## src/rtl/boa_pkg.sv

```systemverilog
// Package for the bus ownership arbiter: sizes, command and status codes,
// the per-bus state entry and the request struct to the state RAM.
// No dependencies.
package boa_pkg;

    localparam int BUS_COUNT       = 8;
    localparam int REQUESTER_COUNT = 8;

    localparam int BUS_AW = (BUS_COUNT > 1) ? $clog2(BUS_COUNT) : 1;
    localparam int REQ_W  = (REQUESTER_COUNT > 1) ? $clog2(REQUESTER_COUNT) : 1;
    localparam int OWN_W  = $clog2(REQUESTER_COUNT + 1);

    localparam logic [4:0] BUS_LIMIT = 5'(BUS_COUNT);
    localparam logic [6:0] REQ_LIMIT = 7'(REQUESTER_COUNT);

    typedef enum logic [2:0] {
        CMD_REQUEST    = 3'd0,
        CMD_RELEASE    = 3'd1,
        CMD_CHECK      = 3'd2,
        CMD_IDLE_QUERY = 3'd3,
        CMD_POLL       = 3'd4
    } cmd_t;

    typedef enum logic [1:0] {
        ST_OK    = 2'd0,
        ST_BUSY  = 2'd1,
        ST_PARAM = 2'd2
    } status_t;

    // Owner code 0 means free, otherwise requester index plus one.
    typedef struct packed {
        logic [OWN_W-1:0]           owner;
        logic [REQUESTER_COUNT-1:0] mask;
    } bus_entry_t;

    typedef struct packed {
        logic              re;
        logic [BUS_AW-1:0] raddr;
        logic              we;
        logic [BUS_AW-1:0] waddr;
        bus_entry_t        wdata;
    } mem_req_t;

    // Index of the highest set bit; zero when the mask is empty.
    function automatic logic [REQ_W-1:0] highest_pending(
        input logic [REQUESTER_COUNT-1:0] mask
    );
        logic [REQ_W-1:0] idx;
        idx = '0;
        for (int i = 0; i < REQUESTER_COUNT; i++)
        begin
            if (mask[i])
            begin
                idx = REQ_W'(i);
            end
        end
        return idx;
    endfunction

endpackage

```

## src/rtl/boa_state_ram.sv

```systemverilog
// Per-bus state RAM of the bus ownership arbiter: one entry per bus,
// synchronous read into an output register, valid bits for reset.
// Depends on boa_pkg.
module boa_state_ram
    import boa_pkg::*;
(
    input  logic       clk,
    input  logic       rst_n,
    input  mem_req_t   req,
    output bus_entry_t rd_entry
);

    bus_entry_t             mem [BUS_COUNT];
    logic [BUS_COUNT-1:0]   valid_reg;
    bus_entry_t             rd_data_reg;
    logic                   rd_valid_reg;

    always_ff @(posedge clk)
    begin
        if (req.we)
        begin
            mem[req.waddr] <= req.wdata;
        end
        if (req.re)
        begin
            rd_data_reg <= mem[req.raddr];
        end
    end

    // An entry never written since reset reads as a free bus with no waiters.
    always_ff @(posedge clk or negedge rst_n)
    begin
        if (!rst_n)
        begin
            valid_reg    <= '0;
            rd_valid_reg <= 1'b0;
        end
        else
        begin
            if (req.we)
            begin
                valid_reg[req.waddr] <= 1'b1;
            end
            if (req.re)
            begin
                rd_valid_reg <= valid_reg[req.raddr];
            end
        end
    end

    assign rd_entry = rd_valid_reg ? rd_data_reg : '0;

    a_no_same_entry_overlap: assert property (@(posedge clk) disable iff (!rst_n)
        (req.we && req.re) |-> (req.waddr != req.raddr))
        else $error("read and write of the same bus entry in one cycle");

    a_addr_in_range: assert property (@(posedge clk) disable iff (!rst_n)
        (req.we |-> ({1'b0, 4'(req.waddr)} < BUS_LIMIT)) and
        (req.re |-> ({1'b0, 4'(req.raddr)} < BUS_LIMIT)))
        else $error("state RAM access beyond the bus count");

    a_write_marks_valid: assert property (@(posedge clk) disable iff (!rst_n)
        req.we |=> valid_reg[$past(req.waddr)])
        else $error("written entry not marked valid");

endmodule

```

## src/rtl/boa_ctrl.sv

```systemverilog
// Command sequencer of the bus ownership arbiter: checks parameters,
// reads a bus entry, applies the command and, for request and release,
// writes it back; a poll sweeps every entry. Depends on boa_pkg.
module boa_ctrl
    import boa_pkg::*;
(
    input  logic       clk,
    input  logic       rst_n,
    input  logic       start,
    input  logic [2:0] command,
    input  logic [3:0] bus_id,
    input  logic [5:0] requester,
    input  bus_entry_t rd_entry,
    output mem_req_t   mem_req,
    output logic       busy,
    output logic       done,
    output logic [1:0] status,
    output logic       idle
);

    typedef enum logic [2:0] {
        S_IDLE   = 3'b001,
        S_ACCESS = 3'b010,
        S_POLL   = 3'b100
    } state_t;

    localparam logic [BUS_AW-1:0] LAST_BUS = BUS_AW'(BUS_COUNT - 1);

    state_t              state_reg,    state_next;
    cmd_t                cmd_reg,      cmd_next;
    logic [BUS_AW-1:0]   bus_reg,      bus_next;
    logic [REQ_W-1:0]    req_reg,      req_next;
    logic [BUS_AW-1:0]   poll_idx_reg, poll_idx_next;
    logic                done_reg,     done_next;
    status_t             status_reg,   status_next;
    logic                idle_reg,     idle_next;

    logic                       bus_ok;
    logic                       req_ok;
    logic [REQUESTER_COUNT-1:0] req_bit;
    logic [OWN_W-1:0]           req_code;
    logic [REQ_W-1:0]           top_req;
    bus_entry_t                 upd;

    assign bus_ok   = {1'b0, bus_id} < BUS_LIMIT;
    assign req_ok   = {1'b0, requester} < REQ_LIMIT;
    assign req_bit  = REQUESTER_COUNT'(1) << req_reg;
    assign req_code = OWN_W'(req_reg) + OWN_W'(1);
    assign top_req  = highest_pending(rd_entry.mask);

    always_comb
    begin
        state_next    = state_reg;
        cmd_next      = cmd_reg;
        bus_next      = bus_reg;
        req_next      = req_reg;
        poll_idx_next = poll_idx_reg;
        done_next     = 1'b0;
        status_next   = status_reg;
        idle_next     = idle_reg;
        mem_req       = '0;
        upd           = rd_entry;

        case (state_reg)
            S_IDLE:
            begin
                if (start)
                begin
                    cmd_next    = cmd_t'(command);
                    bus_next    = bus_id[BUS_AW-1:0];
                    req_next    = requester[REQ_W-1:0];
                    status_next = ST_OK;
                    idle_next   = 1'b0;
                    case (cmd_t'(command))
                        CMD_REQUEST, CMD_RELEASE, CMD_CHECK:
                        begin
                            if (bus_ok && req_ok)
                            begin
                                mem_req.re    = 1'b1;
                                mem_req.raddr = bus_id[BUS_AW-1:0];
                                state_next    = S_ACCESS;
                            end
                            else
                            begin
                                status_next = ST_PARAM;
                                done_next   = 1'b1;
                            end
                        end
                        CMD_IDLE_QUERY:
                        begin
                            if (bus_ok)
                            begin
                                mem_req.re    = 1'b1;
                                mem_req.raddr = bus_id[BUS_AW-1:0];
                                state_next    = S_ACCESS;
                            end
                            else
                            begin
                                status_next = ST_PARAM;
                                done_next   = 1'b1;
                            end
                        end
                        CMD_POLL:
                        begin
                            mem_req.re    = 1'b1;
                            mem_req.raddr = '0;
                            poll_idx_next = '0;
                            state_next    = S_POLL;
                        end
                        default:
                        begin
                            status_next = ST_PARAM;
                            done_next   = 1'b1;
                        end
                    endcase
                end
            end

            S_ACCESS:
            begin
                done_next     = 1'b1;
                state_next    = S_IDLE;
                mem_req.waddr = bus_reg;
                case (cmd_reg)
                    CMD_REQUEST:
                    begin
                        if (((rd_entry.mask & ~req_bit) == '0) && (rd_entry.owner == '0))
                        begin
                            upd.owner = req_code;
                            upd.mask  = rd_entry.mask & ~req_bit;
                        end
                        if (upd.owner != req_code)
                        begin
                            upd.mask = upd.mask | req_bit;
                        end
                        mem_req.we    = 1'b1;
                        mem_req.wdata = upd;
                    end
                    CMD_RELEASE:
                    begin
                        upd.mask = rd_entry.mask & ~req_bit;
                        if (rd_entry.owner == req_code)
                        begin
                            upd.owner = '0;
                        end
                        mem_req.we    = 1'b1;
                        mem_req.wdata = upd;
                    end
                    CMD_CHECK:
                    begin
                        status_next = (rd_entry.owner == req_code) ? ST_OK : ST_BUSY;
                    end
                    CMD_IDLE_QUERY:
                    begin
                        idle_next = (rd_entry.mask == '0) && (rd_entry.owner == '0);
                    end
                    default:
                    begin
                        status_next = ST_PARAM;
                    end
                endcase
            end

            S_POLL:
            begin
                // Write back entry i while entry i+1 is being read.
                if ((rd_entry.owner == '0) && (rd_entry.mask != '0))
                begin
                    upd.owner = OWN_W'(top_req) + OWN_W'(1);
                    upd.mask  = rd_entry.mask & ~(REQUESTER_COUNT'(1) << top_req);
                end
                mem_req.we    = 1'b1;
                mem_req.waddr = poll_idx_reg;
                mem_req.wdata = upd;
                if (poll_idx_reg == LAST_BUS)
                begin
                    done_next  = 1'b1;
                    state_next = S_IDLE;
                end
                else
                begin
                    mem_req.re    = 1'b1;
                    mem_req.raddr = poll_idx_reg + BUS_AW'(1);
                    poll_idx_next = poll_idx_reg + BUS_AW'(1);
                end
            end

            default:
            begin
                state_next = S_IDLE;
            end
        endcase
    end

    always_ff @(posedge clk or negedge rst_n)
    begin
        if (!rst_n)
        begin
            state_reg    <= S_IDLE;
            poll_idx_reg <= '0;
            done_reg     <= 1'b0;
        end
        else
        begin
            state_reg    <= state_next;
            poll_idx_reg <= poll_idx_next;
            done_reg     <= done_next;
        end
    end

    always_ff @(posedge clk)
    begin
        cmd_reg    <= cmd_next;
        bus_reg    <= bus_next;
        req_reg    <= req_next;
        status_reg <= status_next;
        idle_reg   <= idle_next;
    end

    assign busy   = (state_reg != S_IDLE);
    assign done   = done_reg;
    assign status = status_reg;
    assign idle   = idle_reg;

    a_access_one_cycle: assert property (@(posedge clk) disable iff (!rst_n)
        (state_reg == S_ACCESS) |=> (state_reg == S_IDLE) && done_reg)
        else $error("single-entry access did not finish in one cycle");

    a_poll_finish: assert property (@(posedge clk) disable iff (!rst_n)
        (state_reg == S_POLL && poll_idx_reg == LAST_BUS) |=>
        (state_reg == S_IDLE) && done_reg)
        else $error("poll sweep did not end after the last bus");

    a_write_only_busy: assert property (@(posedge clk) disable iff (!rst_n)
        mem_req.we |-> (state_reg != S_IDLE))
        else $error("state write while no item is in progress");

    a_idle_only_query: assert property (@(posedge clk) disable iff (!rst_n)
        (done_reg && idle_reg) |-> (cmd_reg == CMD_IDLE_QUERY) && (status_reg == ST_OK))
        else $error("idle flag raised for a command other than idle query");

endmodule

```

## src/rtl/bus_ownership_arbiter.sv

```systemverilog
// Top level of the bus ownership arbiter: per-bus owner and pending state
// in a RAM, driven by the command sequencer. Depends on boa_pkg,
// boa_state_ram and boa_ctrl.
//
//  Channel   Handshake               Ports
//  command   start & !busy accepts   command, bus_id, requester
//  result    done, one-cycle strobe  status, idle
//
// A parameter error or unknown command gives its result in the cycle after
// the item is taken. Request, release, check ownership and idle query do
// one RAM read, then register the result and, for request and release, write
// back the update. A poll tick sweeps every bus, one RAM entry per cycle,
// with the write-back of one bus overlapping the read of the next.
// Reset marks every bus free with nothing pending; no clearing pass is needed.
// The receiver cannot stall; busy is high while an item is in progress.
module bus_ownership_arbiter
    import boa_pkg::*;
(
    input  logic       clk,
    input  logic       rst_n,
    input  logic       start,
    output logic       busy,
    input  logic [2:0] command,
    input  logic [3:0] bus_id,
    input  logic [5:0] requester,
    output logic       done,
    output logic [1:0] status,
    output logic       idle
);

    mem_req_t   mem_req;
    bus_entry_t rd_entry;

    boa_state_ram u_state_ram (
        .clk      (clk),
        .rst_n    (rst_n),
        .req      (mem_req),
        .rd_entry (rd_entry)
    );

    boa_ctrl u_ctrl (
        .clk       (clk),
        .rst_n     (rst_n),
        .start     (start),
        .command   (command),
        .bus_id    (bus_id),
        .requester (requester),
        .rd_entry  (rd_entry),
        .mem_req   (mem_req),
        .busy      (busy),
        .done      (done),
        .status    (status),
        .idle      (idle)
    );

endmodule
```

## config.mk

```make
export PLATFORM = sky130hd
export DESIGN_NAME = bus_ownership_arbiter
export DESIGN_NICKNAME = d
export VERILOG_FILES = /design/src/rtl/boa_pkg.sv /design/src/rtl/boa_state_ram.sv /design/src/rtl/boa_ctrl.sv /design/src/rtl/bus_ownership_arbiter.sv
export SDC_FILE = /design/constraint.sdc
export NUM_CORES = 1
export LEC_CHECK = 0
export BUFFER_PORTS_ARGS = -buffer_cell sky130_fd_sc_hd__clkbuf_2
export CORE_ASPECT_RATIO = 0.5
export CORE_MARGIN = 1
export CORE_UTILIZATION = 30
export CTS_CLUSTER_DIAMETER = 120
export CTS_CLUSTER_SIZE = 30
export DETAILED_ROUTE_END_ITERATION = 10
export GPL_TIMING_DRIVEN = 0
export PLACE_DENSITY = 0.53
export SLEW_MARGIN = 20
export SYNTH_ARGS = -nofsm -noshare
export SYNTH_HDL_FRONTEND = slang
export SYNTH_SLANG_ARGS = --single-unit
```

## constraint.sdc

```tcl
create_clock -name clk -period 5.7 [get_ports clk]
set_input_delay 0.285 -clock clk [delete_from_list [all_inputs] [get_ports clk]]
set_output_delay 0.285 -clock clk [all_outputs]
set_load 0.03 [all_outputs]
```

After elaboration in Yosys (flattened, before gate mapping)
Memories as Yosys holds them, arrays and structs flattened. A register that Yosys moved wholly into a read port is not among the register bits.
Cells that the tools add are included.

storage, ports and cells
  flip-flop bits (word level) = 28
  memories = 1
  word-level logic and storage cells = 126
  output and inout bits = 5
  bits of input ports = 16
  memory bits (writable) = 96

memories
  name             depth  bits a word  read ports  clocked after memory_dff  write ports  RTL line             source
  u_state_ram.mem  8      12           1           1                         1            boa_state_ram.sv:13  bus_entry_t mem [BUS_COUNT];

operators by class
  add/sub/neg operators = 3
  bitwise operators = 6
  multiplexer cells = 55
  eq/ne operators = 23
  magnitude comparators = 5
  shifts and indexed selects = 2
  reductions and logical operators = 21

operators with widths
  operator               number
  $mux W12               5
  $mux W3                13
  $pmux W16 S2           1
  $pmux W12 S2           1
  $mux W4                5
  $and A8 B8 Y8          2
  $logic_not A8 Y1       2
  $not A8 Y8             2
  $or A8 B8 Y8           2
  $shl A1 B3 Y8 const A  2
  $eq A3 B2 Y1 const B   5
  $mux W1                13
  $pmux W3 S2            2
  $pmux W4 S3            1
  $ne A2 B2 Y1 const B   5
  $eq A3 B1 Y1 const B   3
  $eq A3 B3 Y1 const B   3
  $pmux W3 S3            1
  $add A3 B1 Y4 const B  2
  $lt A3 B4 Y1 const B   2
  $mux W8                1
  $pmux W2 S2            2
  $pmux W4 S2            1
  $reduce_bool A8 Y1     1
  other kinds (26)       38

Depth between registers and ports, before layout
  depth after elaboration = 18
  depth in mapped cells = 11
  mapped depth without buffers = 10

Cells and area by module
A second synthesis with hierarchy kept.

unflattened totals
  cells, all modules = 403
  area total of the unflattened synthesis = 6311.1 µm²

by module, submodules not included
  module         instances  area an instance (µm²)  cells an instance  sequential area each (µm²)
  boa_state_ram  1          4544.4                  201                3468.3
  boa_ctrl       1          1766.7                  202                536.8

Worst setup path before layout
OpenSTA, ideal clock, no wires.

  kind = register to register
  start point = register u_ctrl.state_reg[0]
  end point = memory u_state_ram.mem[1][0] in the netlist's numbering (enable)
  stages on the path, launching flop included = 6
  path slack = 2.859 ns
  arrival = 2.443 ns
  period minus slack after synthesis = 2.841 ns
  setup time = 0.398 ns
  path through = dfstp_2 buf_2 or3b_2 nor3_1 a21oi_1 nor3_1

on the way
  cells in the longest elaborated chain, start to end = 4
  elaborated cells between the ends (all ways) = 5
  classes of those cells = eq/ne (2); mux (3)

RTL lines
  item                                          RTL line             source
  from (decl)                                   boa_ctrl.sv:29       state_t state_reg, state_next;
  from (signal assigned)                        boa_ctrl.sv:205      state_reg <= state_next;
  $eq A3 B3 Y1 or $eq A3 B2 Y1 (tied branches)  boa_ctrl.sv:64       case (state_reg)
  $pmux W16 S2 *                                boa_ctrl.sv:64
  $mux W1                                       boa_state_ram.sv:20  if (req.we)
  $mux W1 (not written as such)                 boa_state_ram.sv:22  mem[req.waddr] <= req.wdata;
  to (decl)                                     boa_state_ram.sv:13

Every way passes the cells marked *; elsewhere a longest branch is shown, timed or not.

==> summary.txt <==
Outcome
  • Status: finished, final reports clean

Timing
  • Clock Skew: between 0.01 and 0.015 ns
  • Worst-Margin Slew: 0.9742 ns
  • Post-route setup TNS: 0 ns
  • Final slew viol count: 0
  • Hold Violations, Final: 0
  • Hold WS: ~0.044 ns
  • Setup violators final: 0
  • Minimum clock period: 3.378 ns
  • FMAX: 0.2960 GHz
  • Final Worst Setup Slack: about 2.3 ns
  • Unrepaired setup endpoints after global routing: no
  • Final period utilization: 59.27%
  • Worst slew margin: 34.77%

Layout
  • Most common cell after layout, fill and taps aside: edfxtp_1
  • Most frequent cells in the layout: edfxtp_1 (120), nand2_1 (109), nand3_1 (36)
  • Layout area overhead: 16.63%
  • Share of layout cells above drive strength 1: 16.84%
  • Multi-input logic area: around 2100 sq um
  • Non-Filler Instances: 849
  • Max reg flops: between 90 and 100
  • Fillers: roughly 2,000
  • Nets: 592
  • Diodes inserted: 0
  • Seq. cell area: 4005 sq um

CTS
  • Latest clock arrival within the worst-skew pair: 0.42 ns
  • Hold buffers post-CTS: 1
  • Clock Sink Count: approximately 140
  • Total CTS buffers: 17
  • H-tree lvl count: 4
  • Clock root buffer: clkbuf_16
  • CTS tree: done
  • CTS resizes: 0
  • Post-CTS Setup Bufs: 0
  • CTS clk-pin slew, worst paths: approximately 0.06 ns
  • Clk buf depth: 2

Placement
  • Pre-CTS setup slack: 2.424 ns
  • Placed cell count: 816
  • Post-DP HPWL: about 11,000 microns
  • GPL Wtd Cong: 0.9098
  • I/O Buffers: 20

Die
  • Top Ports: 21
  • Starting Density: 30.72%
  • Num rows: 37
  • Horiz. Die Dim: 207.6 microns
  • Die area: 21,770 sq um
  • Die Ht: between 100 and 150 microns
  • Core area: 20,650 sq um

Global routing
  • All-Layer GR Usage: 15.36%
  • Global-route wire length before repair: 25,250 microns
  • Initial antenna violation count: 0
  • Pin count of the biggest net entering global routing: 17
  • Remaining global-route overflow: 0
  • Vias in the first global route: between 4,000 and 5,000

Worst setup path
  • Required time worst endpoint: 5.78 ns
  • Reg2Reg Setup Slack: between 2 and 2.5 ns
  • Crit path capture type: register
  • Crit-path max cell delay: 0.78 ns
  • RR Endpoint: u_state_ram.mem[0][0]
  • CP delay by family, top: compound AO/OA/AOI/OAI gates
  • CP Class: register to register
  • CP max FO: 9
  • FF-to-FF Start: u_ctrl.req_reg[0]
  • R2R cell count: 10
  • Worst path buffer plus inverter count: 3
  • Critical Path Slowest Stage Cell: o211ai_1
  • CP startpoint kind: register
  • Worst-path cell chain: inv_1 > ha_1 > nand2b_1 > a21oi_1 > o22ai_1 > o21ba_2 > buf_2 > or3b_1 > buf_2 > o211ai_1
  • CP most frequent cell: buf_2
  • WP data arrival: 3.46 ns

Synthesis
  • Synth unique cells: 62
  • Async S/R FF share, synth: 11.76%
  • Mapped cell area: 6344 sq um
  • Mapped Avg Cell Area: ~12 sq um
  • Post-Syn Instances: roughly 520
  • Most common flop cell mapped by yosys: edfxtp_1
  • Number of synthesized flops with an enable pin: 120
  • Register bit count reported by yosys: 136
  • Synthesized Nets: around 550
  • Register area share after synthesis: 63.14%
  • Synth top area share: 56.80%
  • Synth top area cells: edfxtp_1 (57%), nand2_1 (6.4%), dfrtp_1 (5.9%), nand3_1 (2.8%), ha_1 (2.6%)
  • Yosys top cell by area: edfxtp_1
  • Synth Warn #: 0

Power and ir drop
  • P per Cell Area: 314.0 nW/um^2
  • Switching Share: 25.70%
  • Clk pwr share: between 40% and 50%
  • Pint: 1.726 mW
  • Reg power frac: between 40% and 50%
  • VDD IR max: 0.1967 mV
  • Combinational power share: 6.5%
  • Leak pwr: 2.525 nW
  • P_sw: just under 0.6 mW

Route
  • Antenna Violating Nets Remaining: 0
  • Vias/cell: between 5 and 6
  • Wirelength, routed: 15,990 microns
  • Residual DRC: 0
  • Vias: 4,348
  • Drt first pass iters: 5
  • Drt wl/cell: roughly 19 microns
  • Detailed router's first-iteration violation count: 528

Hold path
  • Hold Path Depth: 1
  • Min-delay src: requester[1]
  • Min-Delay Path Class: primary input to register
  • Hold Crit Endpoint: u_ctrl.req_reg[1]

Flow run
  • Max cap viols: 0
-- area by class of cell --
type                    count  area share, %
flip-flops and latches    136          54.13
repair buffers             22          1.640
clock inverters            15          2.080
plain buffers              27          1.945
clock buffers              17          5.750
inverters                  16         0.8118
well taps                 273          4.617
multi-input cells         343          29.02
-- layer usage --
metal	up-vias	GRT usage [%]	part of all wire [%]
li1	2055	-	-
met1	2174	22.16	50
met2	104	23.30	44
met3	15	2.735	4.8
met4	0	4.921	1.0
met5	-	0	0
-- worst reg2reg max path: stages, from the launching register on --
cell and delay (ns):
edfxtp_1 0.50, inv_1 0.11, ha_1 0.22, nand2b_1 0.12
a21oi_1 0.08, o22ai_1 0.33, o21ba_2 0.19, buf_2 0.19
or3b_1 0.35, buf_2 0.17, o211ai_1 0.78
-- power groups by stage --
stage | logic, mW | clock network, mW | registers (mW)
final | 0.150 | 1.06 | 1.11
after global routing | 0.167 | 1.12 | 1.11
after CTS | 0.149 | 1.07 | 1.11
after detailed placement | 0.148 | 0 | 1.13
after global placement | 0.147 | 0 | 1.13
after floorplan | 0.0978 | 0 | 1.13
-- kinds of logic after synthesis --
kind of cell	after synthesis	synth area share [%]
AOI/OAI and AO/OA	109	13.71
xor gates and xnor gates	1	0.1381
muxes	4	0.6509
buffers and inverters	43	3.215
and+or+nand+nor	216	16.59
adders and majority gates	13	2.564
DFF	136	63.14
-- synthesized netlist by cell type, drive strengths merged (2+ instances only) --
library cell  number
edfxtp           120
ha                13
clkbuf             9
a211o              3
o21ba              2
a21o               3
o2111ai            7
o41ai              3
dfrtp             15
nand3             36
nand2            109
or3                2
or2                9
a2111oi            2
buf               18
nand3b             2
o211ai             8
or3b               3
o21ai             11
a311oi            12
a211oi            13
a21oi             12
mux2i              3
nor3b              4
a21boi             2
and2              11
o221ai             4
nand2b             4
nor2              12
o22ai              3
nor2b              3
a31o              12
and3              13
inv               16
nor3               5
-- per-stage QoR --
step                      total power, mW  util, %  area, sq um
after floorplan                     1.226        -         6344
after global placement              1.277    32.86         6785
after detailed placement            1.277    32.98         6809
after CTS                           2.332    35.83         7398
after global routing                2.397    35.83         7398
final                               2.323    35.83         7398
-- worst max path at each step --
stage	startpoint	end	slack, ns	depth (start not counted)
after floorplan	u_ctrl.state_reg[0]	u_state_ram.mem[1][0]	2.86	5
after global placement	u_ctrl.state_reg[0]	u_state_ram.mem[1][10]	1.69	5
after detailed placement	u_ctrl.req_reg[0]	u_state_ram.mem[2][0]	2.42	9
after CTS	u_ctrl.req_reg[0]	u_state_ram.mem[4][0]	2.39	9
after global routing	u_ctrl.req_reg[0]	u_state_ram.mem[1][4]	2.15	10
final	u_ctrl.req_reg[0]	u_state_ram.mem[0][0]	2.32	10
Power figures use the tool's default switching activity.
